File: config.mk
export PLATFORM = sky130hd
export DESIGN_NAME = rpn_ram
export DESIGN_NICKNAME = d
export VERILOG_FILES = /design/src/hw/rtl/rpn_ram.sv
export SDC_FILE = /design/constraint.sdc
export NUM_CORES = 2
export LEC_CHECK = 0
export BUFFER_PORTS_ARGS = -buffer_cell sky130_fd_sc_hd__buf_4
export CAP_MARGIN = 20
export CELL_PAD_IN_SITES_DETAIL_PLACEMENT = 0
export CELL_PAD_IN_SITES_GLOBAL_PLACEMENT = 1
export CORE_ASPECT_RATIO = 1.1
export CORE_MARGIN = 10
export CORE_UTILIZATION = 50
export CTS_BUF_LIST = sky130_fd_sc_hd__clkbuf_8 sky130_fd_sc_hd__clkbuf_16
export DETAILED_ROUTE_END_ITERATION = 7
export HOLD_SLACK_MARGIN = 0.03
export PLACE_DENSITY_LB_ADDON = 0.1
export SYNTH_ARGS = -nofsm -noshare
export SYNTH_HDL_FRONTEND = slang
export SYNTH_SLANG_ARGS = --single-unit
File: constraint.sdc
create_clock -name i_clk -period 4.6 [get_ports i_clk]
set_input_delay 0.92 -clock i_clk [delete_from_list [all_inputs] [get_ports i_clk]]
set_output_delay 0.92 -clock i_clk [all_outputs]
set_load 0.03 [all_outputs]
File: src/hw/rtl/rpn_ram.sv
// rpn_ram: generic single-clock RAM, one write port, one registered read port.
// No dependencies.

module rpn_ram #(
    parameter int WIDTH = 32,
    parameter int DEPTH = 64
) (
    input  logic                     i_clk,
    input  logic                     i_we,
    input  logic [$clog2(DEPTH)-1:0] i_waddr,
    input  logic [WIDTH-1:0]         i_wdata,
    input  logic                     i_re,
    input  logic [$clog2(DEPTH)-1:0] i_raddr,
    output logic [WIDTH-1:0]         o_rdata
);

    logic [WIDTH-1:0] r_mem [DEPTH];
    logic [WIDTH-1:0] r_rdata;

    always_ff @(posedge i_clk) begin
        if (i_we) begin
            r_mem[i_waddr] <= i_wdata;
        end
        if (i_re) begin
            r_rdata <= r_mem[i_raddr];
        end
    end

    assign o_rdata = r_rdata;

endmodule

# Yosys cells after proc, flatten, opt, wreduce, memory -nomap -nowiden
# Memory sizes are Yosys's and may differ from the RTL's. A register that Yosys moved wholly into a read port is not among the register bits.
# Cells that the tools add are included.
[totals]
word_cells = 3
n_memories = 1
ram_bits = 2048
out_inout_bits = 32
ff_bits = 0
[op_classes]
muxes = 2
[mem_list]
columns = ["memory", "depth", "word_bits", "read_ports", "rd_ports_with_merged_regs", "wr", "line", "rtl"]
rows = [
  ["r_mem", 64, 32, 1, 1, 1, "17", "logic [WIDTH-1:0] r_mem [DEPTH];"],
]
[op_table]
columns = ["cell", "n"]
rows = [
  ["2-to-1 mux 1 bit", 2],
]

# Depth between registers and ports, before layout
[logic_depth]
ltp_word = 2
ltp_mapped = 10
ltp_nobuf = 5

# Worst setup path after synthesis
# OpenSTA, ideal clock, no wires.
[synth_path]
path_type = "input -> register"
from = "in i_waddr[3]"
to = "mem r_mem[48][0], enable pin"
slack_ns = 0.520
arrival_time_ns = 3.619
setup_time_ns = 0.461
stages = 4
cell_sequence = "clkbuf_1 nor2b_1 nand4b_1 nor3_1"
[synth_rtl]
columns = ["element", "line", "rtl"]
rows = [
  ["start: declaration", "10", "input logic [$clog2(DEPTH)-1:0] i_waddr,"],
  ["end: declaration", "17", ""],
]
# No word-level cell before the write port.

==> reports/results.ini <==
[global_routing]
grt_max_degree = 65
grt_pass1_wl_mm = 293.1
antenna_found_initial = 13
overflow = 0
grt_usage_pct = 24.23
grt_pass1_vias = 38050

[detailed_routing]
ant_nets = 0
vias = 37260
drtIter0Drc = 4235
vias_per_cell = 6.354
drcViolationCount = 0
drt_first_pass_iters = 6
routed_wl_mm = 211.1
wl_per_cell_um = 36.01

[sta]
worst_pin_slew_ns = 1.163
fin_crit_sh_pct = 78.92
final-max-slew-violation-count = 0
fmax_ghz = 0.2755
whs_ns = 0.6602
relSlewSlack_pct = 22.44
hold_viol = 0
finalSetupViolCount = 0
finClkSkew_ns = 0.03260
rsz0062_at_grt = false
tns_ns = 0
period_minus_slack_ns = 3.630

[clock_tree]
cts_buffers = 202
cts-resized-gates = 0
root_buffer = clkbuf_16
cts_tree = yes
htree_levels = 4
cts_hold_buf = 0
clk_pin_slew_worst_paths_ns = 0.06
post_cts_buffers = 0
cts_max_path_buffers = 3
clock-sinks = 2080
clock_latency_ns = 0.85

[floorplanning]
die_w_um = 398.6
core_area_um2 = 156300
num_io_pins = 79
die_h_um = 436.5
start_util_pct = 50.43
rows = 152
dieArea_um2 = 174000

[worst_setup_path]
endpoint_kind = flop
path_max_fanout = 56
crit_type = in2reg
required_ns = 5.12
setup.worst_path.start_class = input port
crit_arrival_ns = 4.15

[run_status]
outcome = completed

[finish]
nets = 3659
utilization_pct = 57.53
final_common_cell = edfxtp_1
area_delta_synth_final_pct = 14.09
final_layout_size_suffix_gt1_share_pct = 30.55
final_cell_mix = edfxtp_1 (2080), mux4_2 (544), buf_4 (223), clkbuf_16 (203), mux2i_1 (93)
fin_cells = 5863

[yosys]
synth-seq-cells = 2080
synth_seq_area_share_pct = 79.23
synth_fp_nets = 3371
yosys_warnings = 0
synth_cell_types = 33
synthesis.area_um2 = 78840
synth_area_per_cell_um2 = 23.72
synthCells = 3324

[power_and_ir_drop]
power_uw = 39180
p_int_uw = 30790
seqPwrFrac_pct = 53.9
irDropWorstVdd_mv = 0.3266
power_switching_uw = 8385
p_clk_share_pct = 40.7
leakagePower_uw = 0.02821
p_sw_share_pct = 21.40
pwr-share-comb_pct = 5.4
power.density_nw_per_um2 = 435.6

[placed_design]
port_buffers = 78
hpwlAfterDp_mm = 119.7
dp_cells = 5486
gp_congestion = 0.7916

[worst_hold_path]
hold_path_class = in2reg

[run]
maxCapViolations = 0

-- kinds of logic (layout without fill, tap and decap cells) --
family	count (synthesis)	after routing	share of synthesized area [%]
DFF	2080	2080	79.23
other	0	6	0
and+or+nand+nor	223	223	1.260
AOI/OAI and AO/OA	202	202	1.666
buffers and inverters	182	636	1.124
muxes	637	637	16.72
-- per-stage QoR --
step / cell area, um^2 / setup WS [ns]
after CTS: 89920 / 1.065
after detailed placement: 83530 / 0.1658
after floorplan: 78840 / 0.5202
after global routing: 89930 / 1.002
after global placement: 83530 / 0.2079
final: 89940 / 0.9697
-- final cells by class --
| class | count | area, um^2 |
|---|---|---|
| Sequential cell | 2080 | 62460 |
| Clock inverter | 167 | 1311 |
| Timing Repair Buffer | 266 | 2511 |
| Multi-Input combinational cell | 1062 | 15970 |
| Tap cell | 2079 | 2601 |
| Antenna cell | 6 | 15.01 |
| Fill cell | 11300 | 66390 |
| Clock buffer | 203 | 5080 |
-- final timing paths --
check	end	slack (ns)	cells after the start	from
max reg2reg	o_rdata[7]	1.73	4	r_mem[59][7]
min reg2reg	o_rdata[17]	0.95	4	r_mem[12][17]
max	o_rdata[31]	0.97	7	i_raddr[1]
min	r_mem[10][23]	0.66	1	i_wdata[23]
-- flip-flops by register name, summed over array words and instances, names as in the netlist --
register	count
o_rdata	32
r_mem	2048
-- power groups by stage --
stage	Clock [uW]	Sequential, uW	Combinational [uW]
after global placement	0	21500	2100
final	16000	21100	2120
after floorplan	0	21500	1020
after CTS	16200	21100	2150
after detailed placement	0	21500	2150
after global routing	17000	21100	2230
-- worst max-delay path, stage by stage --
cell	delay, ns
buf_8	0.51
buf_12	0.31
buf_4	0.27
mux4_2	0.34
mux4_2	0.55
o22ai_1	0.88
nor2_1	0.19
-- cell usage after synthesis --
cell / instances / area share [%]
a22oi_1: 12 / 0.11
nand2b_1: 8 / 0.063
nand4_1: 2 / 0.016
a21oi_1: 62 / 0.39
or3b_1: 2 / 0.022
and2_1: 2 / 0.016
nor2_1: 137 / 0.65
nand3b_1: 5 / 0.048
nor2b_1: 15 / 0.12
buf_6: 5 / 0.071
mux4_2: 544 / 16
nor3_1: 7 / 0.044
nand3_1: 5 / 0.032
and3_1: 4 / 0.032
a311oi_1: 8 / 0.089
o32ai_1: 4 / 0.044
buf_2: 57 / 0.36
edfxtp_1: 2080 / 79
nand4b_1: 1 / 0.011
or2_1: 1 / 0.0079
buf_4: 25 / 0.24
or3b_2: 3 / 0.033
buf_1: 21 / 0.10
or2_2: 1 / 0.0079
o22ai_1: 84 / 0.67
or3_1: 3 / 0.024
or2_0: 1 / 0.0079
a31oi_1: 1 / 0.0079
nand2_1: 26 / 0.12
mux2i_1: 93 / 1.2
o221ai_1: 27 / 0.30
clkbuf_1: 74 / 0.35
a41o_1: 4 / 0.051
-- routing by layer --
metal | routed length (um) | vias to the layer above | global-route usage [%]
met1 | 79590 | 20260 | 31.66
met4 | 6748 | 8 | 7.757
met3 | 17840 | 332 | 5.893
met5 | 202 | - | 0.6416
met2 | 106700 | 1743 | 40.06
li1 | - | 14910 | -
Note: power is estimated with default switching activity, not from simulation.
