===== src/hw/rtl/rpn_pkg.sv =====
// rpn_pkg: shared types, sizes and the microcode ROM of the RPN stack evaluator.
// Used by all files but rpn_ram (the bench imports it); depends on nothing.

package rpn_pkg;

    localparam int STACK_DEPTH = 64;
    localparam int ADDR_W      = $clog2(STACK_DEPTH);
    localparam int CNT_W       = $clog2(STACK_DEPTH + 1);
    localparam int DATA_W      = 32;
    localparam int FRAC_W      = 16;
    localparam int DEPTH_W     = 7;
    localparam int CMD_W       = 3;
    localparam int ST_W        = 3;
    localparam int DIV_STEPS   = DATA_W + FRAC_W;
    localparam int DCNT_W      = $clog2(DIV_STEPS + 1);
    localparam int ACC_W       = DIV_STEPS + 1;
    localparam int PC_W        = 5;

    typedef enum logic [CMD_W-1:0] {
        CMD_PUSH = 3'd0,
        CMD_ADD  = 3'd1,
        CMD_SUB  = 3'd2,
        CMD_MUL  = 3'd3,
        CMD_DIV  = 3'd4,
        CMD_FIN  = 3'd5
    } t_cmd;

    typedef enum logic [ST_W-1:0] {
        ST_OK      = 3'd0,
        ST_FULL    = 3'd1,
        ST_EMPTY   = 3'd2,
        ST_ZDIV    = 3'd3,
        ST_UNKNOWN = 3'd4,
        ST_OVF     = 3'd5
    } t_status;

    typedef enum logic [2:0] {
        ALU_NONE,
        ALU_ADD,
        ALU_SUB,
        ALU_MUL,
        ALU_DIV
    } t_alu;

    typedef enum logic [1:0] {
        J_NEXT,
        J_ZERO,
        J_BUSY
    } t_jmp;

    typedef enum logic [1:0] {
        WR_NONE,
        WR_IN,
        WR_RES
    } t_wr;

    // one control word per microcode step
    typedef struct packed {
        logic            pop;
        logic            ld_rhs;
        logic            ld_lhs;
        logic            div_go;
        t_alu            alu;
        t_jmp            jmp;
        logic [PC_W-1:0] target;
        t_wr             wr;
        logic            fin;
        t_status         st;
        logic            done;
    } t_cw;

    typedef struct packed {
        logic rhs_zero;
        logic div_busy;
    } t_cond;

    // microcode entry points
    localparam logic [PC_W-1:0] PC_PUSH = 5'd0;
    localparam logic [PC_W-1:0] PC_ADD  = 5'd1;
    localparam logic [PC_W-1:0] PC_SUB  = 5'd6;
    localparam logic [PC_W-1:0] PC_MUL  = 5'd11;
    localparam logic [PC_W-1:0] PC_DIV  = 5'd16;
    localparam logic [PC_W-1:0] PC_DWT  = 5'd22;
    localparam logic [PC_W-1:0] PC_ZDIV = 5'd25;
    localparam logic [PC_W-1:0] PC_FIN  = 5'd26;
    localparam logic [PC_W-1:0] PC_UNK  = 5'd29;

    function automatic logic [PC_W-1:0] entry_pc(input logic [CMD_W-1:0] cmd);
        logic [PC_W-1:0] pc;
        case (cmd)
            CMD_PUSH: pc = PC_PUSH;
            CMD_ADD:  pc = PC_ADD;
            CMD_SUB:  pc = PC_SUB;
            CMD_MUL:  pc = PC_MUL;
            CMD_DIV:  pc = PC_DIV;
            CMD_FIN:  pc = PC_FIN;
            default:  pc = PC_UNK;
        endcase
        return pc;
    endfunction

    function automatic t_cw ucode(input logic [PC_W-1:0] pc);
        t_cw cw;
        cw        = '0;
        cw.alu    = ALU_NONE;
        cw.jmp    = J_NEXT;
        cw.wr     = WR_NONE;
        cw.st     = ST_OK;
        case (pc)
            // push
            5'd0:  begin cw.wr = WR_IN; cw.done = 1'b1; end
            // add
            5'd1:  begin cw.pop = 1'b1; end
            5'd2:  begin cw.ld_rhs = 1'b1; cw.pop = 1'b1; end
            5'd3:  begin cw.ld_lhs = 1'b1; end
            5'd4:  begin cw.alu = ALU_ADD; end
            5'd5:  begin cw.wr = WR_RES; cw.done = 1'b1; end
            // subtract
            5'd6:  begin cw.pop = 1'b1; end
            5'd7:  begin cw.ld_rhs = 1'b1; cw.pop = 1'b1; end
            5'd8:  begin cw.ld_lhs = 1'b1; end
            5'd9:  begin cw.alu = ALU_SUB; end
            5'd10: begin cw.wr = WR_RES; cw.done = 1'b1; end
            // multiply
            5'd11: begin cw.pop = 1'b1; end
            5'd12: begin cw.ld_rhs = 1'b1; cw.pop = 1'b1; end
            5'd13: begin cw.ld_lhs = 1'b1; end
            5'd14: begin cw.alu = ALU_MUL; end
            5'd15: begin cw.wr = WR_RES; cw.done = 1'b1; end
            // divide: divisor first, bail out on zero before popping the dividend
            5'd16: begin cw.pop = 1'b1; end
            5'd17: begin cw.ld_rhs = 1'b1; end
            5'd18: begin cw.jmp = J_ZERO; cw.target = PC_ZDIV; end
            5'd19: begin cw.pop = 1'b1; end
            5'd20: begin cw.ld_lhs = 1'b1; end
            5'd21: begin cw.div_go = 1'b1; end
            5'd22: begin cw.jmp = J_BUSY; cw.target = PC_DWT; end
            5'd23: begin cw.alu = ALU_DIV; end
            5'd24: begin cw.wr = WR_RES; cw.done = 1'b1; end
            5'd25: begin cw.st = ST_ZDIV; cw.done = 1'b1; end
            // finish
            5'd26: begin cw.pop = 1'b1; end
            5'd27: begin cw.ld_rhs = 1'b1; end
            5'd28: begin cw.fin = 1'b1; cw.done = 1'b1; end
            // unknown command
            5'd29: begin cw.st = ST_UNKNOWN; cw.done = 1'b1; end
            default: begin cw.st = ST_UNKNOWN; cw.done = 1'b1; end
        endcase
        return cw;
    endfunction

endpackage


===== src/hw/rtl/rpn_div.sv =====
// rpn_div: radix-2 restoring divider, lhs * 2^16 / rhs, one quotient bit per cycle.
// Depends on rpn_pkg for widths.

module rpn_div (
    input  logic                              i_clk,
    input  logic                              i_rst_n,
    input  logic                              i_start,
    input  logic signed [rpn_pkg::DATA_W-1:0] i_lhs,
    input  logic signed [rpn_pkg::DATA_W-1:0] i_rhs,
    output logic                              o_busy,
    output logic signed [rpn_pkg::ACC_W-1:0]  o_quot
);

    localparam int DW = rpn_pkg::DATA_W;
    localparam int QW = rpn_pkg::DIV_STEPS;

    logic [QW-1:0]                 r_dvd;   // dividend bits out, quotient bits in
    logic [DW-1:0]                 r_rem;
    logic [DW-1:0]                 r_dvs;
    logic [rpn_pkg::DCNT_W-1:0]    r_cnt;
    logic                          r_busy;
    logic                          r_neg;
    logic [DW:0]                   w_trial;
    logic [DW:0]                   w_diff;
    logic                          w_fit;
    logic [DW-1:0]                 w_lmag;
    logic [DW-1:0]                 w_rmag;
    logic [QW-1:0]                 n_dvd;
    logic [DW-1:0]                 n_rem;

    // magnitudes as unsigned; the most negative value maps to 2^31
    assign w_lmag = i_lhs[DW-1] ? DW'(-i_lhs) : DW'(i_lhs);
    assign w_rmag = i_rhs[DW-1] ? DW'(-i_rhs) : DW'(i_rhs);

    assign w_trial = {r_rem, r_dvd[QW-1]};
    assign w_diff  = w_trial - {1'b0, r_dvs};
    assign w_fit   = (w_trial >= {1'b0, r_dvs});

    always_comb begin
        n_dvd = {r_dvd[QW-2:0], w_fit};
        n_rem = w_fit ? w_diff[DW-1:0] : w_trial[DW-1:0];
    end

    always_ff @(posedge i_clk) begin
        if (!i_rst_n) begin
            r_busy <= 1'b0;
            r_cnt  <= '0;
        end else if (i_start) begin
            r_busy <= 1'b1;
            r_cnt  <= rpn_pkg::DCNT_W'(QW);
            r_dvd  <= {w_lmag, {rpn_pkg::FRAC_W{1'b0}}};
            r_rem  <= '0;
            r_dvs  <= w_rmag;
            r_neg  <= i_lhs[DW-1] ^ i_rhs[DW-1];
        end else if (r_busy) begin
            r_dvd <= n_dvd;
            r_rem <= n_rem;
            r_cnt <= r_cnt - 1'b1;
            if (r_cnt == rpn_pkg::DCNT_W'(1)) begin
                r_busy <= 1'b0;
            end
        end
    end

    assign o_busy = r_busy;
    assign o_quot = r_neg ? -$signed({1'b0, r_dvd}) : $signed({1'b0, r_dvd});

endmodule


===== config.mk =====
export PLATFORM = sky130hd
export DESIGN_NAME = rpn_div
export DESIGN_NICKNAME = d
export VERILOG_FILES = /design/src/hw/rtl/rpn_pkg.sv /design/src/hw/rtl/rpn_div.sv
export SDC_FILE = /design/constraint.sdc
export NUM_CORES = 1
export LEC_CHECK = 0
export BUFFER_PORTS_ARGS = -buffer_cell sky130_fd_sc_hd__buf_2
export CAP_MARGIN = 20
export CORE_MARGIN = 2
export CORE_UTILIZATION = 53
export CTS_CLUSTER_SIZE = 20
export DETAILED_ROUTE_END_ITERATION = 10
export PLACE_DENSITY = 0.77
export SETUP_SLACK_MARGIN = 0.15
export SLEW_MARGIN = 20
export SYNTH_ARGS = -nofsm -noshare
export SYNTH_HDL_FRONTEND = slang
export SYNTH_SLANG_ARGS = --single-unit

===== constraint.sdc =====
create_clock -name i_clk -period 5 [get_ports i_clk]
set_clock_uncertainty 0.1 [all_clocks]
set_input_delay 1.5 -clock i_clk [delete_from_list [all_inputs] [get_ports i_clk]]
set_output_delay 1.5 -clock i_clk [all_outputs]
set_load 0.01 [all_outputs]

=== Word level (Yosys, flattened, before mapping) ===
Index checks and enable logic that the tools add are counted.

* Bits in registers: 120
* Latch bits: 0
* Memory bits (writable): 0
* Memory bits (read-only): 0
* Output and inout bits: 50
* Memories: 0

* Add/sub/neg operators: 5
* $mul: 0
* Div/mod/pow operators: 0
* $lt $le $gt $ge: 1
* Eq/ne operators: 1
* Shift operators: 0
* Muxes and demuxes: 12
* Bitwise logic cells: 2
* Reduce and logical (&&, ||, !) cells: 4

{| class="wikitable"
|+ Operators with widths
! cell !! count
|-
| $mux W32 || 3
|-
| $mux W48 || 2
|-
| $neg A32 Y32 || 2
|-
| $mux W49 || 1
|-
| $neg A48 Y49 || 1
|-
| $ge A33 B32 Y1 || 1
|-
| $sub A32 B32 Y32 || 1
|-
| $mux W31 || 1
|-
| $mux W6 || 2
|-
| $eq A6 B1 Y1 const B || 1
|-
| $sub A6 B1 Y6 const B || 1
|-
| $reduce_and A2 Y1 || 2
|-
| $mux W1 || 3
|-
| $reduce_bool A2 Y1 || 1
|-
| $reduce_or A2 Y1 || 1
|-
| $not A1 Y1 || 1
|-
| $xor A1 B1 Y1 || 1
|}

=== Logic depth before layout (Yosys ltp) ===
Gate-level depths: netlist (run 1).

* Depth in word-level cells: 4
* Depth in mapped cells: 13
* Depth with buffers taken out: 11

=== Least setup slack after synthesis (run 1) ===
OpenSTA, ideal clock, no wires.

* Kind: reg-to-output
* Start point: register r_dvd[13]
* End point: output port o_quot[35] (netlist name)
* Arrival: 3.495 ns
* Data required time: 3.400 ns
* Setup slack: -0.095 ns
* Stages on the path, launching flop included: 10
* Cells stage by stage: edfxtp_1 -> or4_4 -> or4_1 -> or2_1 -> or3_4 -> or4_4 -> or4_1 -> buf_2 -> o41ai_2 -> xnor2_1

* Word-level cells in the longest chain between the ends: 2

{| class="wikitable"
|+ Ends and longest elaborated chain
! item !! line !! text
|-
| start, declared || rpn_div.sv:17 || <nowiki>logic [QW-1:0] r_dvd;</nowiki>
|-
| start signal, assigned || rpn_div.sv:51 || <nowiki>r_dvd <= {w_lmag, {rpn_pkg::FRAC_W{1'b0}}};</nowiki>
|-
| start signal, assigned || rpn_div.sv:56 || <nowiki>r_dvd <= n_dvd;</nowiki>
|-
| $neg A48 Y49 || rpn_div.sv:66 || <nowiki>assign o_quot = r_neg ? -$signed({1'b0, r_dvd}) : $signed({1'b0, r_dvd});</nowiki>
|-
| $mux W49 || rpn_div.sv:66 ||
|-
| end, declared || rpn_div.sv:11 || <nowiki>output logic signed [rpn_pkg::ACC_W-1:0] o_quot</nowiki>
|}

Every way passes these cells.

=== Worst setup path in the final report (run 1) ===
* Start point: register r_dvd[15]
* End point: output port o_quot[44] (netlist name)

The elaborated chain is that of the path after synthesis.

==> run summary, run 1 <==
Hold Path Depth = 2
Crit path largest cell delay = 550 ps
Critical Path Source Type = flip-flop
effective utilization at floorplan = 54.50%
power per cell area = 320.4 nW/um^2
Slowest-stage cell, CP = or4_4
final slew viol count = 0
Final HPWL DP = 14570 microns
# diodes = 0
Worst Hold Slack = 390.3 ps
FMAX = 179.3 MHz
most frequent cells in the layout = buf_2, edfxtp_1, nand2_1, xnor2_1, a21oi_1
Placed Area = 9694 sq um
CTS tree = done
worst hold start = r_cnt[1]
I/O pin cnt = 117
non-filler cells, final = 1295
Routed WL = 20440 microns
Data required, critical path = 3400 ps
vias in the first global route = 6836
Tcrit/Tclk final = 111.5%
Wirelength per Cell = 15.79 microns
Clock Latency Late Sink = 420 ps
total CTS buffers = 17
register area share after synthesis = 40.52%
Detailed Route Iter0 Violations = 472
# setup viols final = 22
CP dominant cell by count = or4_4
Tot Pwr = 3.339 mW
Pre-Repair DR Iteration Count = 5
Post-synth ARST share = 0%
EDFF count, synth = 113
worst r2r src = r_rem[27]
Setup WS post-layout = -576.1 ps
Yosys reg bits = 120
clock buffer depth = 2
leak pwr = 4.100 nW
Reg2Reg Setup Slack = 1380 ps
first-pass GRT wire length = 32780 microns
critical path cell sequence = or4_4, or4_4, or2_4, or3_4, or4_4, or4_4, buf_6, o41ai_4, xnor2_1, buf_2
Reg clk slew, reported paths = 50 ps
failing checks = setup timing
cells after synthesis = 937
Hold Path End = r_cnt[1]
Layout Nets = 1172
Hold Crit Class = flip-flop to flip-flop
Core Box Area = 16000 sq um
root buffer cell = clkbuf_16
largest net degree at the start of global routing = 63
Final min period = 5576 ps
worst path arrival time = 3980 ps
# DRC = 0
final hold vios = 0
hold_buf cts = 0
Routed Antenna Nets = 0
Crit Reg-Reg Endpoint = r_rem[9]
crit-path max FO = 9
initial antenna violation count = 0
total gr overflow = 0
Crit Path Class = flip-flop to output port
IR drop worst, VDD = 0.2719 mV
# port buffers = 116
routed vias = 7472
Synth-to-Final Area Change = 19.51%
R2R cell count = 10
row count = 46
Die Ht = 132.3 microns
Cells after DPL = 1260
crit end category = output port
Mapped Area = 8720 sq um
Top FF cell, synth = edfxtp_1
post-route setup TNS = -9174 ps
H-tree Lvls = 4
Unique masters post-synth = 63
via-per-instance ratio = 5.770
Placer Congestion = 0.8916
clk sinks = 120
status = finished, violations left
max_cap viols = 0
Max-slew headroom = 45.98%
share of layout cells above drive strength 1 = 20.30%
Die ar. = 17490 sq um
net count after synthesis = 1042
Yosys Warn Count = 0
Finished Cell Area = 10420 sq um
commonest non-fill, non-tap cell in the layout = buf_2
Total GRT Usage = 23.09%
Die Span X = 132.3 microns
syn_area_per_cell = 9.306 sq um
Least-Margin Pin Slew = 810.2 ps
RSZ-0062 raised after global routing = yes
-- worst max-delay path: cells and delay by family, from the launching register on --
kind,cells,cell delay (ps)
buffers and inverters,2,330
xor gates and xnor gates,1,160
AOI/OAI and AO/OA,1,230
DFF,1,380
and+or+nand+nor,6,2440
-- where the power goes --
part | switching (mW) | total, mW | internal [mW]
Combinational | 0.529 | 0.924 | 0.395
Sequential | 0.0624 | 1.28 | 1.21
Clock | 0.419 | 1.14 | 0.719
-- layer usage --
layer  track usage, %  routed length, microns  vias to the layer above
li1                 -                       -                     3698
met1            30.47                    9398                     3529
met4            6.571                     277                        0
met5                0                       0                        -
met2            38.54                    9707                      215
met3            4.921                    1061                       30
-- registers in the layout, indices dropped and copies added (netlist names) --
name and cells:
r_dvd 48, r_dvs 32, r_rem 32, r_cnt 6
o_busy 1, r_neg 1
-- area by class of cell --
class | instances | area, sq um
Clock buffer | 20 | 436.7
Clock inverter | 11 | 107.6
Fill cell | 1319 | 5579
Inverter | 52 | 195.2
Multi-Input combinational cell | 720 | 4972
Sequential cell | 120 | 3533
Tap cell | 216 | 270.3
Timing Repair Buffer | 156 | 905.9
-- what timing repair did --
action / in CTS / in global routing
setup buffers: 2 / 1
hold endpoints to repair: 0 / 0
resized for setup: 19 / 8
pin swaps: 7 / 3
endpoints found under the setup margin: 22 / 24
-- cell families after synthesis --
logic type,synth area share (%)
fa+ha+maj,5.539
compound gates,18.65
xor+xnor,13.16
buf+inv,4.247
simple gates,16.92
mux,0.9614
flops,40.52
-- cells in the mapped netlist, types with 6 or more instances --
master / n / area (sq um)
o21ai_1: 10 / 50.05
ha_1: 37 / 462.9
and3_1: 8 / 50.05
nand2b_1: 8 / 50.05
a21o_1: 11 / 82.58
clkbuf_1: 39 / 146.4
nand2_1: 98 / 367.9
o31ai_1: 33 / 247.7
o41ai_1: 11 / 96.34
a211oi_1: 7 / 52.55
or3_1: 19 / 118.9
nand3_1: 12 / 60.06
and2_1: 6 / 37.54
xor2_1: 40 / 350.3
o21ai_0: 43 / 215.2
nor2_1: 62 / 232.7
xnor2_1: 91 / 797.0
nor2b_1: 16 / 100.1
nor3_1: 7 / 35.03
o211ai_1: 7 / 52.55
inv_1: 52 / 195.2
or4_1: 23 / 172.7
dfxtp_1: 7 / 140.1
a21oi_1: 86 / 430.4
nor4_1: 8 / 50.05
edfxtp_1: 113 / 3393
-- how the worst max path moves through the flow --
stage	from	end	slack [ps]	cells after the start
after floorplan	r_dvd[13]	o_quot[35]	-90	9
after global placement	r_dvd[15]	o_quot[41]	-130	9
after detailed placement	r_dvd[15]	o_quot[35]	-150	9
after CTS	r_dvd[15]	o_quot[35]	-550	9
after global routing	r_dvd[15]	o_quot[44]	-680	10
final	r_dvd[15]	o_quot[44]	-580	10
-- through the flow --
stage          util [%]  setup WS (ps)
2_1_floorplan         -         -89.23
3_5_place_dp      60.59         -149.6
4_1_cts           64.65         -547.0
3_3_place_gp      60.59         -128.1
6_report          65.13         -576.1
5_1_grt           65.13         -679.6
Note: power is estimated with default switching activity, not from simulation.
==> run 2: changes to the inputs <==
Settings changed: CTS_BUF_LIST set to sky130_fd_sc_hd__clkbuf_16.
==> run 2 against run 1 <==
- the flow still finishes with violations (setup timing)
- final area unchanged
- clock-buffer cell count fell by 3
- wire length is essentially flat
- first-iteration DRC count rose by 2.3%
- critical endpoint unchanged
- largest power group unchanged
==> run summary, run 2 (synthesis gave the netlist of run 1 again) <==
status = finished, violations left
failing checks = setup timing
leak pwr = 4.112 nW (+0.30%)
Critical Path Source Type = flip-flop
Core Box Area = 16000 sq um (unchanged)
# setup viols final = 22 (unchanged)
RSZ-0062 raised after global routing = yes
Detailed Route Iter0 Violations = 483 (+2.3%)
clock buffer depth = 2 (unchanged)
Die Ht = 132.3 microns (unchanged)
Crit path largest cell delay = 550 ps (about the same)
share of layout cells above drive strength 1 = 20.30% (unchanged)
largest registers = r_dvd x48, r_dvs x32, r_rem x32
# fillers = 1319 (unchanged)
Tcrit/Tclk final = 111.6% (about the same)
first-pass GRT wire length = 32780 microns (unchanged)
FMAX = 179.2 MHz (about the same)
commonest non-fill, non-tap cell in the layout = buf_2
most flop-heavy register = r_dvd
final hold vios = 0 (unchanged)
Reg clk slew, reported paths = 50 ps (about the same)
total CTS buffers = 17 (unchanged)
final core occ = 65.13% (unchanged)
total gr overflow = 0 (unchanged)
Routed Antenna Nets = 0 (unchanged)
Final min period = 5580 ps (+4.023 ps)
max reg flops = 48 (unchanged)
most frequent cells in the layout = buf_2, edfxtp_1, nand2_1, xnor2_1, a21oi_1
H-tree Lvls = 4 (unchanged)
Final HPWL DP = 14570 microns (unchanged)
CP dominant cell by count = or4_4
# diodes = 0 (unchanged)
Clock Latency Late Sink = 420 ps (about the same)
Max-slew headroom = 45.31% (-0.67 points)
vias in the first global route = 6836 (unchanged)
root buffer cell = clkbuf_16
Setup WS post-layout = -580.1 ps (-4.023 ps)
# port buffers = 116 (unchanged)
largest net degree at the start of global routing = 63 (unchanged)
Placer Congestion = 0.8916 (unchanged)
Synth-to-Final Area Change = 19.51% (unchanged)
power per cell area = 320.1 nW/um^2 (about the same)
CP Launch Point = r_dvd[15]
Total GRT Usage = 23.09% (unchanged)
Layout Nets = 1172 (unchanged)
worst path arrival time = 3980 ps (about the same)
Routed WL = 20460 microns (about the same)
via-per-instance ratio = 5.783 (+0.23%)
# DRC = 0 (unchanged)
Hold Crit Class = flip-flop to flip-flop
Die ar. = 17490 sq um (unchanged)
worst r2r src = r_rem[27]
Buf+Inv Stages, Crit Path = 2 (unchanged)
final slew viol count = 0 (unchanged)
row count = 46 (unchanged)
Data required, critical path = 3400 ps (about the same)
Least-Margin Pin Slew = 820.3 ps (+10.04 ps)
Die Span X = 132.3 microns (unchanged)
Placed Area = 9694 sq um (unchanged)
clk sinks = 120 (unchanged)
max_cap viols = 0 (unchanged)
Crit Path Class = flip-flop to output port
Pre-Repair DR Iteration Count = 5 (unchanged)
critical path cell sequence = or4_4, or4_4, or2_4, or3_4, or4_4, or4_4, buf_6, o41ai_4, xnor2_1, buf_2
delay-heaviest family, CP = simple AND/OR/NAND/NOR gates
IR drop worst, VDD = 0.2738 mV (+0.67%)
Wirelength per Cell = 15.80 microns (about the same)
CTS tree = done
post-route setup TNS = -9252 ps (-78.11 ps)
worst hold start = r_cnt[1]
I/O pin cnt = 117 (unchanged)
initial antenna violation count = 0 (unchanged)
routed vias = 7489 (+0.23%)
crit end category = output port
effective utilization at floorplan = 54.50% (unchanged)
Slowest-stage cell, CP = or4_4
Finished Cell Area = 10420 sq um (unchanged)
Reg2Reg Setup Slack = 1360 ps (-20 ps)
crit-path max FO = 9 (unchanged)
==> run 2: cell count changes in the layout (fill, tap and decap cells not counted), sizes merged <==
| cell | previous run | this run |
|---|---|---|
| clkbuf | 20 | 17 |
| inv | 52 | 55 |
==> run 2: power by group <==
part           switching, mW  total (mW)  leakage, nW  internal (mW)
sequential            0.0623        1.28         1.14           1.21
combinational          0.529       0.924         2.70          0.395
clock                  0.422        1.14        0.277          0.713
total                   1.01        3.34         4.11           2.32
==> run 2: final timing paths <==
kind / endpoint / depth (start not counted)
setup / recovery: o_quot[44] / 10
hold / removal: r_cnt[1] / 2
setup reg to reg: r_rem[9] / 10
hold reg to reg: r_cnt[1] / 2
==> run 2: layout make-up <==
cell class                 instances  area, sq um  area share [%]
tap                              216        270.3           2.593
multi-input combinational        720         4972           47.71
inverter                          52        195.2           1.873
sequential                       120         3533           33.91
timing repair buffer             156        905.9           8.693
clock inverter                    14        118.9           1.141
clock buffer                      17        425.4           4.082
==> run 2: repair_timing <==
| action | in CTS | in global routing |
|---|---|---|
| gates resized for setup | 19 | 8 |
| setup endpoints to repair | 22 | 24 |
| hold buffers | 0 | 0 |
| pin swaps | 7 | 3 |
| setup buffers | 2 | 1 |
==> run 2: per-stage QoR <==
step / cells / total power, mW / hold WS [ps] / worst slack (ps)
finish: 1295 / 3.336 / 390.4 / -580.1
global route: 1295 / 3.503 / 447.0 / -679.7
CTS: 1293 / 3.338 / 392.7 / -547.2
detailed placement: 1260 / 2.191 / 388.7 / -149.6
global placement: 1260 / 2.171 / 385.8 / -128.1
floorplan: 937 / 1.929 / 368.5 / -89.23
==> run 2: worst reg2reg max path: stages (launching register included) <==
cell and delay (ps):
edfxtp_1 420, ha_1 430, and4_1 280, and3_1 220, and4_1 190, a211o_1 300, a21oi_1 220, and2_1 710
buf_4 310, or3_1 130, a21oi_1 60
==> run 2: metal layers <==
metal	track usage [%]	up-vias	wire length [microns]
met2	38.54	237	9743
li1	-	3696	-
met4	6.571	0	267
met5	0	-	0
met1	30.47	3528	9264
met3	4.921	28	1182
