==> src/hw/rtl/rpn_pkg.sv <==
// rpn_pkg: shared types, sizes and the microcode ROM of the RPN stack evaluator.
// Used by all files but rpn_ram (the bench imports it); depends on nothing.

package rpn_pkg;

    localparam int STACK_DEPTH = 64;
    localparam int ADDR_W      = $clog2(STACK_DEPTH);
    localparam int CNT_W       = $clog2(STACK_DEPTH + 1);
    localparam int DATA_W      = 32;
    localparam int FRAC_W      = 16;
    localparam int DEPTH_W     = 7;
    localparam int CMD_W       = 3;
    localparam int ST_W        = 3;
    localparam int DIV_STEPS   = DATA_W + FRAC_W;
    localparam int DCNT_W      = $clog2(DIV_STEPS + 1);
    localparam int ACC_W       = DIV_STEPS + 1;
    localparam int PC_W        = 5;

    typedef enum logic [CMD_W-1:0] {
        CMD_PUSH = 3'd0,
        CMD_ADD  = 3'd1,
        CMD_SUB  = 3'd2,
        CMD_MUL  = 3'd3,
        CMD_DIV  = 3'd4,
        CMD_FIN  = 3'd5
    } t_cmd;

    typedef enum logic [ST_W-1:0] {
        ST_OK      = 3'd0,
        ST_FULL    = 3'd1,
        ST_EMPTY   = 3'd2,
        ST_ZDIV    = 3'd3,
        ST_UNKNOWN = 3'd4,
        ST_OVF     = 3'd5
    } t_status;

    typedef enum logic [2:0] {
        ALU_NONE,
        ALU_ADD,
        ALU_SUB,
        ALU_MUL,
        ALU_DIV
    } t_alu;

    typedef enum logic [1:0] {
        J_NEXT,
        J_ZERO,
        J_BUSY
    } t_jmp;

    typedef enum logic [1:0] {
        WR_NONE,
        WR_IN,
        WR_RES
    } t_wr;

    // one control word per microcode step
    typedef struct packed {
        logic            pop;
        logic            ld_rhs;
        logic            ld_lhs;
        logic            div_go;
        t_alu            alu;
        t_jmp            jmp;
        logic [PC_W-1:0] target;
        t_wr             wr;
        logic            fin;
        t_status         st;
        logic            done;
    } t_cw;

    typedef struct packed {
        logic rhs_zero;
        logic div_busy;
    } t_cond;

    // microcode entry points
    localparam logic [PC_W-1:0] PC_PUSH = 5'd0;
    localparam logic [PC_W-1:0] PC_ADD  = 5'd1;
    localparam logic [PC_W-1:0] PC_SUB  = 5'd6;
    localparam logic [PC_W-1:0] PC_MUL  = 5'd11;
    localparam logic [PC_W-1:0] PC_DIV  = 5'd16;
    localparam logic [PC_W-1:0] PC_DWT  = 5'd22;
    localparam logic [PC_W-1:0] PC_ZDIV = 5'd25;
    localparam logic [PC_W-1:0] PC_FIN  = 5'd26;
    localparam logic [PC_W-1:0] PC_UNK  = 5'd29;

    function automatic logic [PC_W-1:0] entry_pc(input logic [CMD_W-1:0] cmd);
        logic [PC_W-1:0] pc;
        case (cmd)
            CMD_PUSH: pc = PC_PUSH;
            CMD_ADD:  pc = PC_ADD;
            CMD_SUB:  pc = PC_SUB;
            CMD_MUL:  pc = PC_MUL;
            CMD_DIV:  pc = PC_DIV;
            CMD_FIN:  pc = PC_FIN;
            default:  pc = PC_UNK;
        endcase
        return pc;
    endfunction

    function automatic t_cw ucode(input logic [PC_W-1:0] pc);
        t_cw cw;
        cw        = '0;
        cw.alu    = ALU_NONE;
        cw.jmp    = J_NEXT;
        cw.wr     = WR_NONE;
        cw.st     = ST_OK;
        case (pc)
            // push
            5'd0:  begin cw.wr = WR_IN; cw.done = 1'b1; end
            // add
            5'd1:  begin cw.pop = 1'b1; end
            5'd2:  begin cw.ld_rhs = 1'b1; cw.pop = 1'b1; end
            5'd3:  begin cw.ld_lhs = 1'b1; end
            5'd4:  begin cw.alu = ALU_ADD; end
            5'd5:  begin cw.wr = WR_RES; cw.done = 1'b1; end
            // subtract
            5'd6:  begin cw.pop = 1'b1; end
            5'd7:  begin cw.ld_rhs = 1'b1; cw.pop = 1'b1; end
            5'd8:  begin cw.ld_lhs = 1'b1; end
            5'd9:  begin cw.alu = ALU_SUB; end
            5'd10: begin cw.wr = WR_RES; cw.done = 1'b1; end
            // multiply
            5'd11: begin cw.pop = 1'b1; end
            5'd12: begin cw.ld_rhs = 1'b1; cw.pop = 1'b1; end
            5'd13: begin cw.ld_lhs = 1'b1; end
            5'd14: begin cw.alu = ALU_MUL; end
            5'd15: begin cw.wr = WR_RES; cw.done = 1'b1; end
            // divide: divisor first, bail out on zero before popping the dividend
            5'd16: begin cw.pop = 1'b1; end
            5'd17: begin cw.ld_rhs = 1'b1; end
            5'd18: begin cw.jmp = J_ZERO; cw.target = PC_ZDIV; end
            5'd19: begin cw.pop = 1'b1; end
            5'd20: begin cw.ld_lhs = 1'b1; end
            5'd21: begin cw.div_go = 1'b1; end
            5'd22: begin cw.jmp = J_BUSY; cw.target = PC_DWT; end
            5'd23: begin cw.alu = ALU_DIV; end
            5'd24: begin cw.wr = WR_RES; cw.done = 1'b1; end
            5'd25: begin cw.st = ST_ZDIV; cw.done = 1'b1; end
            // finish
            5'd26: begin cw.pop = 1'b1; end
            5'd27: begin cw.ld_rhs = 1'b1; end
            5'd28: begin cw.fin = 1'b1; cw.done = 1'b1; end
            // unknown command
            5'd29: begin cw.st = ST_UNKNOWN; cw.done = 1'b1; end
            default: begin cw.st = ST_UNKNOWN; cw.done = 1'b1; end
        endcase
        return cw;
    endfunction

endpackage

==> src/hw/rtl/rpn_useq.sv <==
// rpn_useq: microcode sequencer, step counter over the ROM in rpn_pkg with
// conditional jumps. Depends on rpn_pkg.

module rpn_useq (
    input  logic                       i_clk,
    input  logic                       i_rst_n,
    input  logic                       i_start,
    input  logic [rpn_pkg::CMD_W-1:0]  i_cmd,
    input  rpn_pkg::t_cond             i_cond,
    input  logic                       i_hold,
    output rpn_pkg::t_cw               o_cw,
    output logic                       o_run
);

    logic [rpn_pkg::PC_W-1:0] r_pc;
    logic                     r_run;
    rpn_pkg::t_cw             w_cw;
    logic                     w_take;

    assign w_cw = rpn_pkg::ucode(r_pc);

    always_comb begin
        case (w_cw.jmp)
            rpn_pkg::J_ZERO: w_take = i_cond.rhs_zero;
            rpn_pkg::J_BUSY: w_take = i_cond.div_busy;
            default:         w_take = 1'b0;
        endcase
    end

    always_ff @(posedge i_clk) begin
        if (!i_rst_n) begin
            r_run <= 1'b0;
            r_pc  <= '0;
        end else if (!r_run) begin
            if (i_start) begin
                r_run <= 1'b1;
                r_pc  <= rpn_pkg::entry_pc(i_cmd);
            end
        end else if (!i_hold) begin
            if (w_cw.done) begin
                r_run <= 1'b0;
            end else if (w_take) begin
                r_pc <= w_cw.target;
            end else begin
                r_pc <= r_pc + 1'b1;
            end
        end
    end

    assign o_cw  = w_cw;
    assign o_run = r_run;

endmodule

==> config.mk <==
export PLATFORM = sky130hd
export DESIGN_NAME = rpn_useq
export DESIGN_NICKNAME = d
export VERILOG_FILES = /design/src/hw/rtl/rpn_pkg.sv /design/src/hw/rtl/rpn_useq.sv
export SDC_FILE = /design/constraint.sdc
export NUM_CORES = 1
export LEC_CHECK = 0
export BUFFER_PORTS_ARGS = -buffer_cell sky130_fd_sc_hd__buf_4
export CORE_MARGIN = 3
export CORE_UTILIZATION = 51
export DETAILED_ROUTE_END_ITERATION = 7
export PLACE_DENSITY = 0.79
export SETUP_SLACK_MARGIN = 0.02
export SYNTH_ARGS = -nofsm -noshare
export SYNTH_HDL_FRONTEND = slang
export SYNTH_SLANG_ARGS = --single-unit
==> constraint.sdc <==
create_clock -name i_clk -period 2.6 [get_ports i_clk]
set_input_delay 0.65 -clock i_clk [delete_from_list [all_inputs] [get_ports i_clk]]
set_output_delay 0.65 -clock i_clk [all_outputs]
set_load 0.02 [all_outputs]
* After elaboration in Yosys (flattened, before gate mapping)
Index checks and enable logic that the tools add are counted.
** Storage, ports and cells
- Register bits :: 6
- Output and inout port bits :: 22
** Cells by class
- Reductions and logical operators :: 10
- Add/subtract/negate cells :: 1
- Equal/unequal tests :: 37
- Multiplexer cells :: 21
** Operator list (count)
- $eq A5 B5 Y1 const B :: 13
- $eq A5 B4 Y1 const B :: 8
- $pmux W5 S6 :: 1
- $reduce_or A28 Y1 :: 1
- $mux W5 :: 5
- $reduce_or A22 Y1 :: 1
- $eq A5 B3 Y1 const B :: 4
- $pmux W7 S2 :: 1
- $pmux W3 S4 :: 1
- $eq A5 B2 Y1 const B :: 2
- $mux W1 :: 10
- $reduce_or A9 Y1 :: 1
- $reduce_or A4 Y1 :: 2
- $eq A3 B2 Y1 const B :: 2
- $eq A3 B3 Y1 const B :: 2
- $pmux W3 S2 :: 1
- $add A5 B1 Y5 const B :: 1
- $eq A5 B1 Y1 const B :: 1
- $logic_not A5 Y1 :: 1
- $reduce_or A5 Y1 :: 1
- $ne A2 B2 Y1 const B :: 2
- $pmux W2 S2 :: 1
- $eq A3 B1 Y1 const B :: 1
- $logic_not A3 Y1 :: 1
- 5 further kinds :: 5

* Depth between registers and ports, before layout
Gate-level depths: netlist (run 1).
- Word-level depth :: 8
- Depth in mapped cells :: 12
- Gate-level depth less buffers :: 11

* Worst setup path after synthesis (run 1)
Ideal clock, no wire load.
- Path kind :: register -> output
- Start point :: register r_pc[0] in the netlist's numbering
- End point :: output o_cw[13] in the netlist's numbering
- Data arrival time :: 2.042 ns
- Stages on the path, launching flop included :: 8
- Slack :: -0.092 ns
- Path through :: dfxtp_1 inv_1 ha_1 buf_1 nand4bb_1 ha_1 nor2_1 buf_4
** RTL lines
- from (decl) :: line rpn_useq.sv:15 : logic [rpn_pkg::PC_W-1:0] r_pc;
- from (signal assigned) :: line rpn_useq.sv:37 : r_pc <= rpn_pkg::entry_pc(i_cmd);
- from (signal assigned) :: line rpn_useq.sv:43 : r_pc <= w_cw.target;
- from (signal assigned) :: line rpn_useq.sv:45 : r_pc <= r_pc + 1'b1;
- to (decl) :: line rpn_useq.sv:11 : output rpn_pkg::t_cw o_cw,

==> results of run 1 <==
[critical path, delay by kind of cell, from the launching register on]
family | cells | cell delay [ps]
buffers and inverters | 3 | 260
AO/OA/AOI/OAI | 1 | 110
adder cells (fa/ha/maj) | 1 | 170
flip-flops | 1 | 400
AND/OR/NAND/NOR | 3 | 760
[flip-flops by register name (all words and copies together), names as in the netlist]
| signal | count |
|---|---|
| o_run | 1 |
| r_pc | 5 |
[Yosys cell counts, drive strengths merged]
master,n,area [um2]
or4,1,11.3
nand4bb,1,11.3
mux2i,10,100
nand2,21,78.8
o22ai,2,12.5
nand3,6,30.0
xor2,1,8.76
o211ai,1,7.51
nor2,13,48.8
a31oi,3,33.8
a21oi,6,30.0
o41ai,1,8.76
o32a,1,10.0
mux2,2,26.3
buf,10,67.6
a211oi,1,7.51
dfxtp,6,120
xnor2,1,8.76
o21ai,10,50.1
inv,13,48.8
nand4,1,21.3
nand4b,1,8.76
ha,8,100
nand3b,1,7.51
nor4,1,6.26
clkbuf,5,18.8
a311oi,2,17.5
and3,1,6.26
nand2b,3,18.8
a22o,1,8.76
nor3,5,30.0
o311ai,1,16.3
and4b,1,10.0
nor3b,1,7.51
a211o,1,8.76
nor2b,2,12.5
[per-layer routing]
metal | wire (um) | global-route usage (%)
met3 | 230 | 5.64
met4 | 20 | 5.38
met5 | 0 | 0
met2 | 1630 | 48.0
met1 | 1250 | 31.7
[cell type report]
class                   count  area (um2)
clock buffers               3        22.5
fillers                   127         313
inverters                  13        56.3
multi-input cells         111         883
flip-flops and latches      6         131
well taps                  25        31.3
repair buffers             48         364
[cell usage in the layout (no fill, tap or decap), drive strengths merged, types with 2 or more instances in the layout]
master and n:
inv 13, mux2 2, o21ai 10, buf 47, nand3 6, a311oi 2
mux2i 10, dfxtp 6, nor2b 2, ha 8, a21oi 6, nor3 5
nand2b 3, nand2 21, a31oi 3, nor2 13, o22ai 2, clkbuf 4
[cells by family (layout without fill, tap and decap cells)]
group,count (synthesis),count (layout),synth area share [%]
simple gates,59,59,30.3
compound gates,30,30,20.7
buf+inv,28,64,13.3
mux,12,12,12.4
fa+ha+maj,8,8,9.82
flops,6,6,11.8
xor+xnor,2,2,1.72
[report_power, final]
group / switching (mW) / internal, mW / total [mW] / leakage [nW]
Sequential: 0.0358 / 0.104 / 0.140 / 0.0520
Combinational: 0.203 / 0.196 / 0.400 / 0.600
Clock: 0.0350 / 0.0523 / 0.0873 / 0.0138
[worst max-delay path by stage]
stage	from	to	slack, ps	cells after the start
after global routing	r_pc[1]	o_cw[3]	-70	8
after CTS	r_pc[1]	o_cw[3]	-8	9
after floorplan	r_pc[0]	o_cw[13]	60	7
after detailed placement	r_pc[0]	o_cw[3]	-0.3	9
after global placement	r_pc[0]	o_cw[3]	120	9
final	r_pc[0]	o_cw[3]	4	8
[per-stage QoR]
| stage | std cells | utilization (%) | hold WS (ps) | setup TNS, ps |
|---|---|---|---|---|
| 2_1_floorplan | 145 | - | 497 | 0 |
| 4_1_cts | 204 | 80.0 | 606 | -8.09 |
| 5_1_grt | 206 | 82.6 | 586 | -73.7 |
| 3_3_place_gp | 193 | 69.5 | 511 | 0 |
| 3_5_place_dp | 193 | 69.5 | 526 | -0.350 |
| 6_report | 206 | 82.6 | 558 | 0 |
[what timing repair did]
action | CTS | global route
hold buffers | 0 | 0
pin swaps | 8 | 3
gates resized for setup | 23 | 10
endpoints found under the hold margin | 0 | 0
endpoints found under the setup margin | 6 | 10
buffers inserted | 8 | 2
==> reports/results.env, run 1 <==
TIMING_WORST_SLEW_PIN_VALUE_PS=509
CORE_AREA_MM2=0.00180
CLOCK-SINKS=6
OVERALL_TRACK_DEMAND_OVER_CAPACITY_IN_GLOBAL_ROUTING_PCT=26.5
POWER_DENSITY_mW_PER_MM2=421
MAX_CAP_VIOL_COUNT=0
NUMBER_OF_LIBRARY_CELL_TYPES_MAPPED_BY_SYNTHESIS=43
SEQUENTIAL_AREA_SHARE_AFTER_SYNTHESIS_PCT=11.8
TOP_LEVEL_PORTS=31
FINAL.SETUP_SKEW_PS=3.11
CRIT_PATH_TOP_DELAY_CELL='sky130_fd_sc_hd__or4_4'
ANTENNADIODECOUNT=0
FLOORPLAN.DIE.WIDTH_UM=50.7
PLACE.DETAILED.HPWL_UM=2090
SETUP_VIOL=0
WORST-R2R-SETUP-SLACK_PS=260
TOTALWIRELENGTH_UM=3130
CTS_MAX_PATH_BUFFERS=2
WORSTSKEWPAIRLATENCY_PS=250
WORST_R2R_PATH_DEPTH=12
R2R-START='r_pc[0]'
GRT_PASS1_WL_UM=5290
GRT_START_MAX_NET_PINS=20
INITIALDRTVIOLATIONCOUNT=37
CRITICAL-PATH-MAX-STAGE-DELAY_PS=430
IRDROPWORSTVDD_uV=284
DIEAREA_MM2=0.00257
FINAL.SETUP.WORST_SLACK_PS=4.36
ANTENNA_FOUND_INITIAL=0
FLOORPLAN.INITIALDENSITY_PCT=56.6
DR.PASS1.ITERS=4
HOLDCRITPATHCLASS='reg -> reg'
MIN_DELAY_PATH_DEPTH=2
PRE_CTS_WS_PS=-0.350
TRITONCTS.NUM_BUFFERS=3
FIRST_GLOBAL_VIAS=1155
HOLDCRITSTARTPOINT='r_pc[3]'
DETAIL_ROUTE.WL_PER_CELL_UM=15.2
FINAL_LAYOUT_SIZE_SUFFIX_GT1_SHARE_PCT=44.2
GRT_SETUP_UNREPAIRED='yes'
YS.WARNINGS.COUNT=0
CTSHTREEMAXLEVEL=1
CLOCKROOTBUFFER='sky130_fd_sc_hd__clkbuf_4'
CELLLEAKAGEPOWER_nW=0.666
DIE_H_UM=50.7
DRC_ERRORS=0
VIAS_PER_CELL=5.88
REQUIRED_ARRIVAL_TIME_AT_THE_WORST_ENDPOINT_PS=1950
FMAX_MHz=385
TIMING.FINAL.CRIT_SHARE_PCT=99.8
NNETSFINAL=200
ROUTE.ANTENNA.REMAINING_NETS=0
FINAL-HOLD-VIOLATION-COUNT=0
CRITICAL_PATH.CELL_CHAIN='inv_4, ha_4, or4_4, o311ai_4, nand4_4, inv_2, and4b_1, buf_6'
CTS.CLK_SLEW.WORST_PATHS_PS=50
DETAILED_PLACE.AREA_MM2=0.00125
SYN_AVG_CELL_AREA_UM2=7.03
FINALWEIGHTEDCONGESTION=0.819
TRITONCTS_CLOCK_TREE='yes'
PORTBUFFERS=30
FINALWORSTPATHREQUIREDPERIOD_PS=2600
FINAL_MAX_SLEW_VIOL_COUNT=0
SYNTHESIS.NETS=162
GR-TOTAL-OVERFLOW=0
SLEW_HEADROOM_PCT=66.0
FP-ROW-COUNT=15
POST_SYNTH_INSTANCE_AREA_MM2=0.00102
TOTALPOWERFINAL_mW=0.626
SYNTH_CELLS=145
AREA.GROWTH.SYNTH_TO_FINAL_PCT=46.0
CRITPATHCAPTURETYPE='output port'
HOLDPATHEND='r_pc[3]'
FIN_AREA_MM2=0.00149
SETUP.WORST_PATH.START_CLASS='flop'
ARRIVAL_PS=1950
CRIT_FANOUT=4
RUN_STATUS='completed'
WORSTSETUPPATHTYPE='reg -> out'
SYNTH.FF_LATCH_COUNT=6
REG_TO_REG_CRITICAL_PATH_ENDPOINT='r_pc[4]'
VIA_COUNT=1211
No activity file was read; power rests on OpenSTA's default activity.
==> run 2, diff against run 1 <==
Settings changed: PLACE_DENSITY 0.79 to 0.83.
==> run 2 against run 1 <==
Effect of this change:
- the flow now finishes with violations (negative setup slack)
- routed wire length rose by 20%
- sequential power barely moved
- worst setup slack got worse by 15 ps
- via count up 6.5%
- total power is 1.1% higher
- largest power group unchanged
==> reports/results.env, run 2 (same netlist as run 1, synthesis figures left out) <==
FINAL_LAYOUT_SIZE_SUFFIX_GT1_SHARE_PCT=43.3  # -0.94 points
CORE_AREA_MM2=0.00180  # unchanged
FINAL.SETUP.WORST_SLACK_PS=-10.6  # -15.0 ps
P_INT_mW=0.348  # -1.2%
OVERALL_TRACK_DEMAND_OVER_CAPACITY_IN_GLOBAL_ROUTING_PCT=27.8  # +1.3 points
FINAL.SETUP_SKEW_PS=1.45  # -1.66 ps
FLOORPLAN.INITIALDENSITY_PCT=56.6  # unchanged
HOLDPATHEND='r_pc[3]'
HOLDCRITPATHCLASS='reg -> reg'
DETAIL_ROUTE.WL_PER_CELL_UM=18.5  # +22%
CRITPATHCAPTURETYPE='output port'
POWER_DENSITY_mW_PER_MM2=428  # +1.7%
WORSTSETUPPATHTYPE='reg -> out'
LARGEST_REGISTER_FF_COUNT=5  # unchanged
TRITONCTS_CLOCK_TREE='yes'
PORTBUFFERS=30  # unchanged
VIA_COUNT=1290  # +6.5%
AREA.GROWTH.SYNTH_TO_FINAL_PCT=45.0
FINAL-HOLD-VIOLATION-COUNT=0  # unchanged
GRT_PASS1_WL_UM=5510  # +4.3%
FLOORPLAN.DIE.WIDTH_UM=50.7  # unchanged
SLEW_HEADROOM_PCT=63.3  # -2.7 points
CLOCK_POWER_SHARE_PCT=13.2  # -0.7 points
WORST_R2R_PATH_DEPTH=11  # -1
DIEAREA_MM2=0.00257  # unchanged
ROUTED.TOP_LAYER='met4'
INITIALDRTVIOLATIONCOUNT=87  # +140%
GR-TOTAL-OVERFLOW=0  # unchanged
TOTALWIRELENGTH_UM=3750  # +20%
P_SW_SHARE_PCT=45.0  # +1.3 points
ROUTEDLENGTHMET1_UM=1430  # +14%
COMBPWRFRAC_PCT=65.1  # +1.3 points
SETUP.WORST_PATH.START_CLASS='flop'
FINAL_MAX_SLEW_VIOL_COUNT=0  # unchanged
CTSHTREEMAXLEVEL=1  # unchanged
ROUTE.ANTENNA.REMAINING_NETS=0  # unchanged
GRT_SETUP_UNREPAIRED='yes'
MOST_FREQUENT_STANDARD_CELL_IN_THE_LAYOUT_EXCLUDING_FILL_AND_TAP_CELLS='sky130_fd_sc_hd__buf_4'
DR.PASS1.ITERS=4  # unchanged
HOLDCRITSTARTPOINT='r_pc[3]'
WL_MET2_UM=1880  # +15%
MIN_DELAY_PATH_DEPTH=2  # unchanged
CLOCKROOTBUFFER='sky130_fd_sc_hd__clkbuf_4'
FINISH.UTILIZATION_PCT=82.1  # -0.56 points
TIMING_WORST_SLEW_PIN_VALUE_PS=549  # +40.3 ps
FIN_AREA_MM2=0.00148  # -0.67%
FINALWORSTPATHREQUIREDPERIOD_PS=2610  # +15.0 ps
GRT_START_MAX_NET_PINS=18  # -10%
DETAILED_PLACE.AREA_MM2=0.00124  # -1.2%
WORST-R2R-SETUP-SLACK_PS=-10  # -270 ps
POSTCTSHOLDBUFS=0  # unchanged
ANTENNA_FOUND_INITIAL=0  # unchanged
DR_WL_MET3_UM=288  # +25%
TRITONCTS.NUM_BUFFERS=3  # unchanged
REG_TO_REG_CRITICAL_PATH_ENDPOINT='r_pc[1]'
FAILED_CHECKS='negative setup slack'
IRDROPWORSTVDD_uV=216  # -24%
VIAS_PER_CELL=6.35  # +8.1%
PLACE.DETAILED.HPWL_UM=2280  # +9.2%
LAYOUT.FILLER_CELLS=119  # -6.3%
TOP_LEVEL_PORTS=31  # unchanged
MAX_CAP_VIOL_COUNT=0  # unchanged
CTS.CLK_SLEW.WORST_PATHS_PS=50  # about the same
CLOCK-SINKS=6  # unchanged
CELLLEAKAGEPOWER_nW=0.652  # -2.1%
CRIT_PATH_TOP_DELAY_CELL='sky130_fd_sc_hd__or4_4'
FMAX_MHz=383  # -0.57%
SETUP_VIOL=2  # +2
FP-ROW-COUNT=15  # unchanged
SWITCHING_POWER_mW=0.285  # +4.0%
REQUIRED_ARRIVAL_TIME_AT_THE_WORST_ENDPOINT_PS=1950  # about the same
ARRIVAL_PS=1960  # about the same
CTS_MAX_PATH_BUFFERS=2  # unchanged
NNETSFINAL=197  # -1.5%
PRE_CTS_WS_PS=-17.7  # -17.3 ps
DIE_H_UM=50.7  # unchanged
CRITICAL-PATH-MAX-STAGE-DELAY_PS=430  # about the same
FIRST_GLOBAL_VIAS=1205  # +4.3%
CRIT_FANOUT=5  # +1
DRC_ERRORS=0  # unchanged
CRITICAL_PATH.CELL_CHAIN='inv_6, ha_4, or4_4, o311ai_4, nand4_4, inv_2, and4b_1, buf_6'
ANTENNADIODECOUNT=0  # unchanged
LARGEST_REGISTER='r_pc'
LAYOUT_COMMON_CELLS='sky130_fd_sc_hd__buf_4 (41), sky130_fd_sc_hd__nand2_1 (19), sky130_fd_sc_hd__nor2_1 (11)'
WORSTSKEWPAIRLATENCY_PS=240  # about the same
TIMING.FINAL.CRIT_SHARE_PCT=100  # +0.58 points
SEQUENTIALPOWERSHARE_PCT=21.6  # -0.7 points
R2R-START='r_pc[0]'
RUN_STATUS='complete, but fails checks'
FINALWEIGHTEDCONGESTION=0.810  # -1.1%
run 2: area by class of cell:
cell class              instances  area, um2  area share, %
well taps                      25       31.3           2.12
flip-flops and latches          6        133           8.97
repair buffers                 45        349           23.6
clock buffers                   3       22.5           1.52
inverters                      13       56.3           3.81
multi-input cells             111        887           60.0
run 2: timing repair:
item	CTS	global route
setup buffers	5	4
pin swaps	4	4
endpoints found under the setup margin	6	5
gates resized for setup	22	15
gates cloned	0	0
run 2: worst max path at each step:
stage	from	endpoint	slack, ps
2_1_floorplan	r_pc[0]	o_cw[13]	60
3_3_place_gp	r_pc[0]	o_cw[3]	100
3_5_place_dp	r_pc[0]	o_cw[3]	-20
4_1_cts	r_pc[1]	o_cw[3]	1
5_1_grt	r_pc[4]	o_cw[3]	-110
6_report	r_pc[1]	o_cw[3]	-10
run 2: layer usage:
layer | vias up | track usage (%)
li1 | 578 | -
met1 | 605 | 32.8
met2 | 84 | 49.3
met3 | 23 | 3.26
met4 | 0 | 13.0
met5 | - | 0
run 2: critical path: cells and delay by family (launching register included):
family          cells  cell delay (ps)
compound gates      1              110
fa+ha+maj           1              170
buf+inv             3              260
flops               1              410
simple gates        3              780
run 2: power by group through the flow:
stage                     Clock, mW  Combinational (mW)  Sequential, mW
final                        0.0838               0.412           0.137
after floorplan                   0               0.224           0.113
after global routing         0.0912               0.441           0.139
after global placement            0               0.306           0.126
after detailed placement          0               0.315           0.127
after CTS                    0.0862               0.367           0.130
run 2: through the flow:
step	power (mW)	cells	hold WS, ps	setup TNS [ps]
CTS	0.584	199	573	0
finish	0.633	203	532	-15.6
floorplan	0.337	145	497	0
global route	0.671	203	575	-239
detailed placement	0.441	191	557	-17.7
global placement	0.432	191	513	0
==> run 3, diff against run 2 <==
Settings changed: CAP_MARGIN set to 20.
Clock period 2.6 ns to 2.45 ns, I/O delays scaled along.
==> run 3 against run 2 <==
Effect of this change:
- the run still ends with negative setup slack left
- worst setup slack got worse by 160 ps
- via count increased by 4.7%
- utilization increased by 4.0 points
- clock power increased by 23%
- global-route usage decreased by 1.0 points
- sequential power about the same
- largest cell class unchanged
==> reports/results.env, run 3 (same netlist as run 1, synthesis figures left out) <==
RUN_STATUS='complete, but fails checks'
FAILED_CHECKS='negative setup slack'
DIE_H_UM=50.7  # unchanged
CLOCK-SINKS=6  # unchanged
FP-ROW-COUNT=15  # unchanged
ANTENNA_FOUND_INITIAL=0  # unchanged
IRDROPWORSTVDD_uV=352  # +62%
DIEAREA_MM2=0.00257  # unchanged
FINAL_MAX_SLEW_VIOL_COUNT=0  # unchanged
CORE_AREA_MM2=0.00180  # unchanged
TIMING_WORST_SLEW_PIN_VALUE_PS=525  # -24.5 ps
CRITICAL_PATH.CELL_CHAIN='buf_4, nand2_1, o22ai_1, a211o_1, nand4_4, inv_4, and4b_2, buf_6'
FINAL.SETUP.WORST_SLACK_PS=-171  # -160 ps
CTS_MAX_PATH_BUFFERS=2  # unchanged
FINALWORSTPATHREQUIREDPERIOD_PS=2620
INITIALDRTVIOLATIONCOUNT=103  # +18%
MAX_CAP_VIOL_COUNT=0  # unchanged
CRIT_PATH_TOP_DELAY_CELL='sky130_fd_sc_hd__dfxtp_1'
WORSTSETUPPATHTYPE='reg -> out'
LARGEST_REGISTER_FF_COUNT=5  # unchanged
VIA_COUNT=1351  # +4.7%
LARGEST_REGISTER='r_pc'
TOTALWIRELENGTH_UM=3920  # +4.4%
SETUP-TNS-FINAL_PS=-331  # -316 ps
FINAL.SETUP_SKEW_PS=7.94  # +6.49 ps
TRITONCTS_CLOCK_TREE='yes'
POSTCTSHOLDBUFS=0  # unchanged
WORSTSETUPPATHDEPTH=8  # unchanged
FLOORPLAN.INITIALDENSITY_PCT=56.6  # unchanged
CTSHTREEMAXLEVEL=1  # unchanged
FINISH.UTILIZATION_PCT=86.1  # +4.0 points
MOST_FREQUENT_STANDARD_CELL_IN_THE_LAYOUT_EXCLUDING_FILL_AND_TAP_CELLS='sky130_fd_sc_hd__buf_4'
MIN_DELAY_PATH_DEPTH=2  # unchanged
FIN_AREA_MM2=0.00155  # +4.9%
PLACE.DETAILED.INSTANCES=198  # +3.7%
CTS.CLK_SLEW.WORST_PATHS_PS=50  # about the same
TOP_LEVEL_PORTS=31  # unchanged
FIRST_GLOBAL_VIAS=1149  # -4.6%
HOLDCRITPATHCLASS='reg -> reg'
PRE_CTS_WS_PS=-56.5  # -38.8 ps
PATH_DELAY_FAMILY='flip-flops'
DETAILED_PLACE.AREA_MM2=0.00132  # +6.9%
ANTENNADIODECOUNT=0  # unchanged
GRT_PASS1_WL_UM=5290  # -4.1%
CLOCKROOTBUFFER='sky130_fd_sc_hd__clkbuf_4'
POWER_DENSITY_mW_PER_MM2=470  # +9.8%
LAYOUT_COMMON_CELLS='sky130_fd_sc_hd__buf_4 (43), sky130_fd_sc_hd__nand2_1 (18), sky130_fd_sc_hd__nor2_1 (11)'
FLOORPLAN.DIE.WIDTH_UM=50.7  # unchanged
ROUTE.ANTENNA.REMAINING_NETS=0  # unchanged
TIMING.FINAL.CRIT_SHARE_PCT=107
CRITPATHCAPTURETYPE='output port'
GRT_SETUP_UNREPAIRED='yes'
DR.PASS1.ITERS=5  # +1
NNETSFINAL=205  # +4.1%
LAYOUT.FILLER_CELLS=105  # -12%
PLACE.DETAILED.HPWL_UM=2340  # +2.8%
FINALHOLDWORSTSLACK_PS=545  # +13.3 ps
TOTALPOWERFINAL_mW=0.729  # +15%
PORTBUFFERS=30  # unchanged
FINAL-HOLD-VIOLATION-COUNT=0  # unchanged
ARRIVAL_PS=2010  # +50 ps
CELLLEAKAGEPOWER_nW=0.695  # +6.6%
CRIT_FANOUT=7  # +2
TRITONCTS.NUM_BUFFERS=3  # unchanged
POST_LAYOUT_NONFILLER_INSTANCES=211  # +3.9%
FMAX_MHz=382
SETUP.WORST_PATH.START_CLASS='flop'
CRITICAL-PATH-MAX-STAGE-DELAY_PS=530  # +100 ps
VIAS_PER_CELL=6.40  # +0.76%
SETUP_VIOL=2  # unchanged
REQUIRED_ARRIVAL_TIME_AT_THE_WORST_ENDPOINT_PS=1840  # -110 ps
GRT_START_MAX_NET_PINS=14  # -4
DRC_ERRORS=0  # unchanged
SLEW_HEADROOM_PCT=65.0  # +1.6 points
FINAL_LAYOUT_SIZE_SUFFIX_GT1_SHARE_PCT=45.7  # +2.4 points
DETAIL_ROUTE.WL_PER_CELL_UM=18.6  # +0.49%
WORSTSKEWPAIRLATENCY_PS=270  # +30 ps
CRITPATHBUFINV=3  # unchanged
FINALWEIGHTEDCONGESTION=0.908  # +12%
AREA.GROWTH.SYNTH_TO_FINAL_PCT=52.1
OVERALL_TRACK_DEMAND_OVER_CAPACITY_IN_GLOBAL_ROUTING_PCT=26.8  # -1.0 points
GR-TOTAL-OVERFLOW=0  # unchanged
WORST_R2R_PATH_DEPTH=11  # unchanged
-- run 3: cell types whose count changed in the layout (fill, tap and decap cells not counted), moves of 2 or more --
cell / previous run / this run
sky130_fd_sc_hd__o21ai_1: 0 / 2
sky130_fd_sc_hd__inv_4: 1 / 3
sky130_fd_sc_hd__buf_6: 3 / 9
sky130_fd_sc_hd__buf_4: 41 / 43
-- run 3: worst paths after layout --
check,end,from,slack (ps)
max,o_cw[3],r_pc[2],-170
min,r_pc[3],r_pc[3],540
max reg2reg,r_pc[0],r_pc[1],120
min reg2reg,r_pc[3],r_pc[3],540
-- run 3: final cells by class --
class                      count  area [um2]  share of cell area [%]
timing repair buffer          53         444                    28.6
multi-input combinational    111         868                    56.0
sequential                     6         129                    8.31
clock buffer                   3        22.5                    1.45
inverter                      13        56.3                    3.63
tap                           25        31.3                    2.02
-- run 3: per-layer routing --
metal / track usage, % / part of all wire (%)
met1: 30.9 / 37
met4: 7.17 / 5.6
met3: 4.45 / 9.7
met2: 50.0 / 48
met5: 0 / 0
-- run 3: worst min-delay path: stages (launching register included) --
cell and delay (ps):
sky130_fd_sc_hd__dfxtp_2 370, sky130_fd_sc_hd__nand2_1 70, sky130_fd_sc_hd__mux2i_1 60
-- run 3: power breakdown --
part	internal [mW]	switching (mW)
logic	0.237	0.252
registers	0.109	0.0282
clock network	0.0562	0.0471
-- run 3: what timing repair did --
action	in CTS	in global routing
pin swaps	2	7
setup endpoints to repair	10	6
gates resized for setup	16	20
setup buffers	5	5
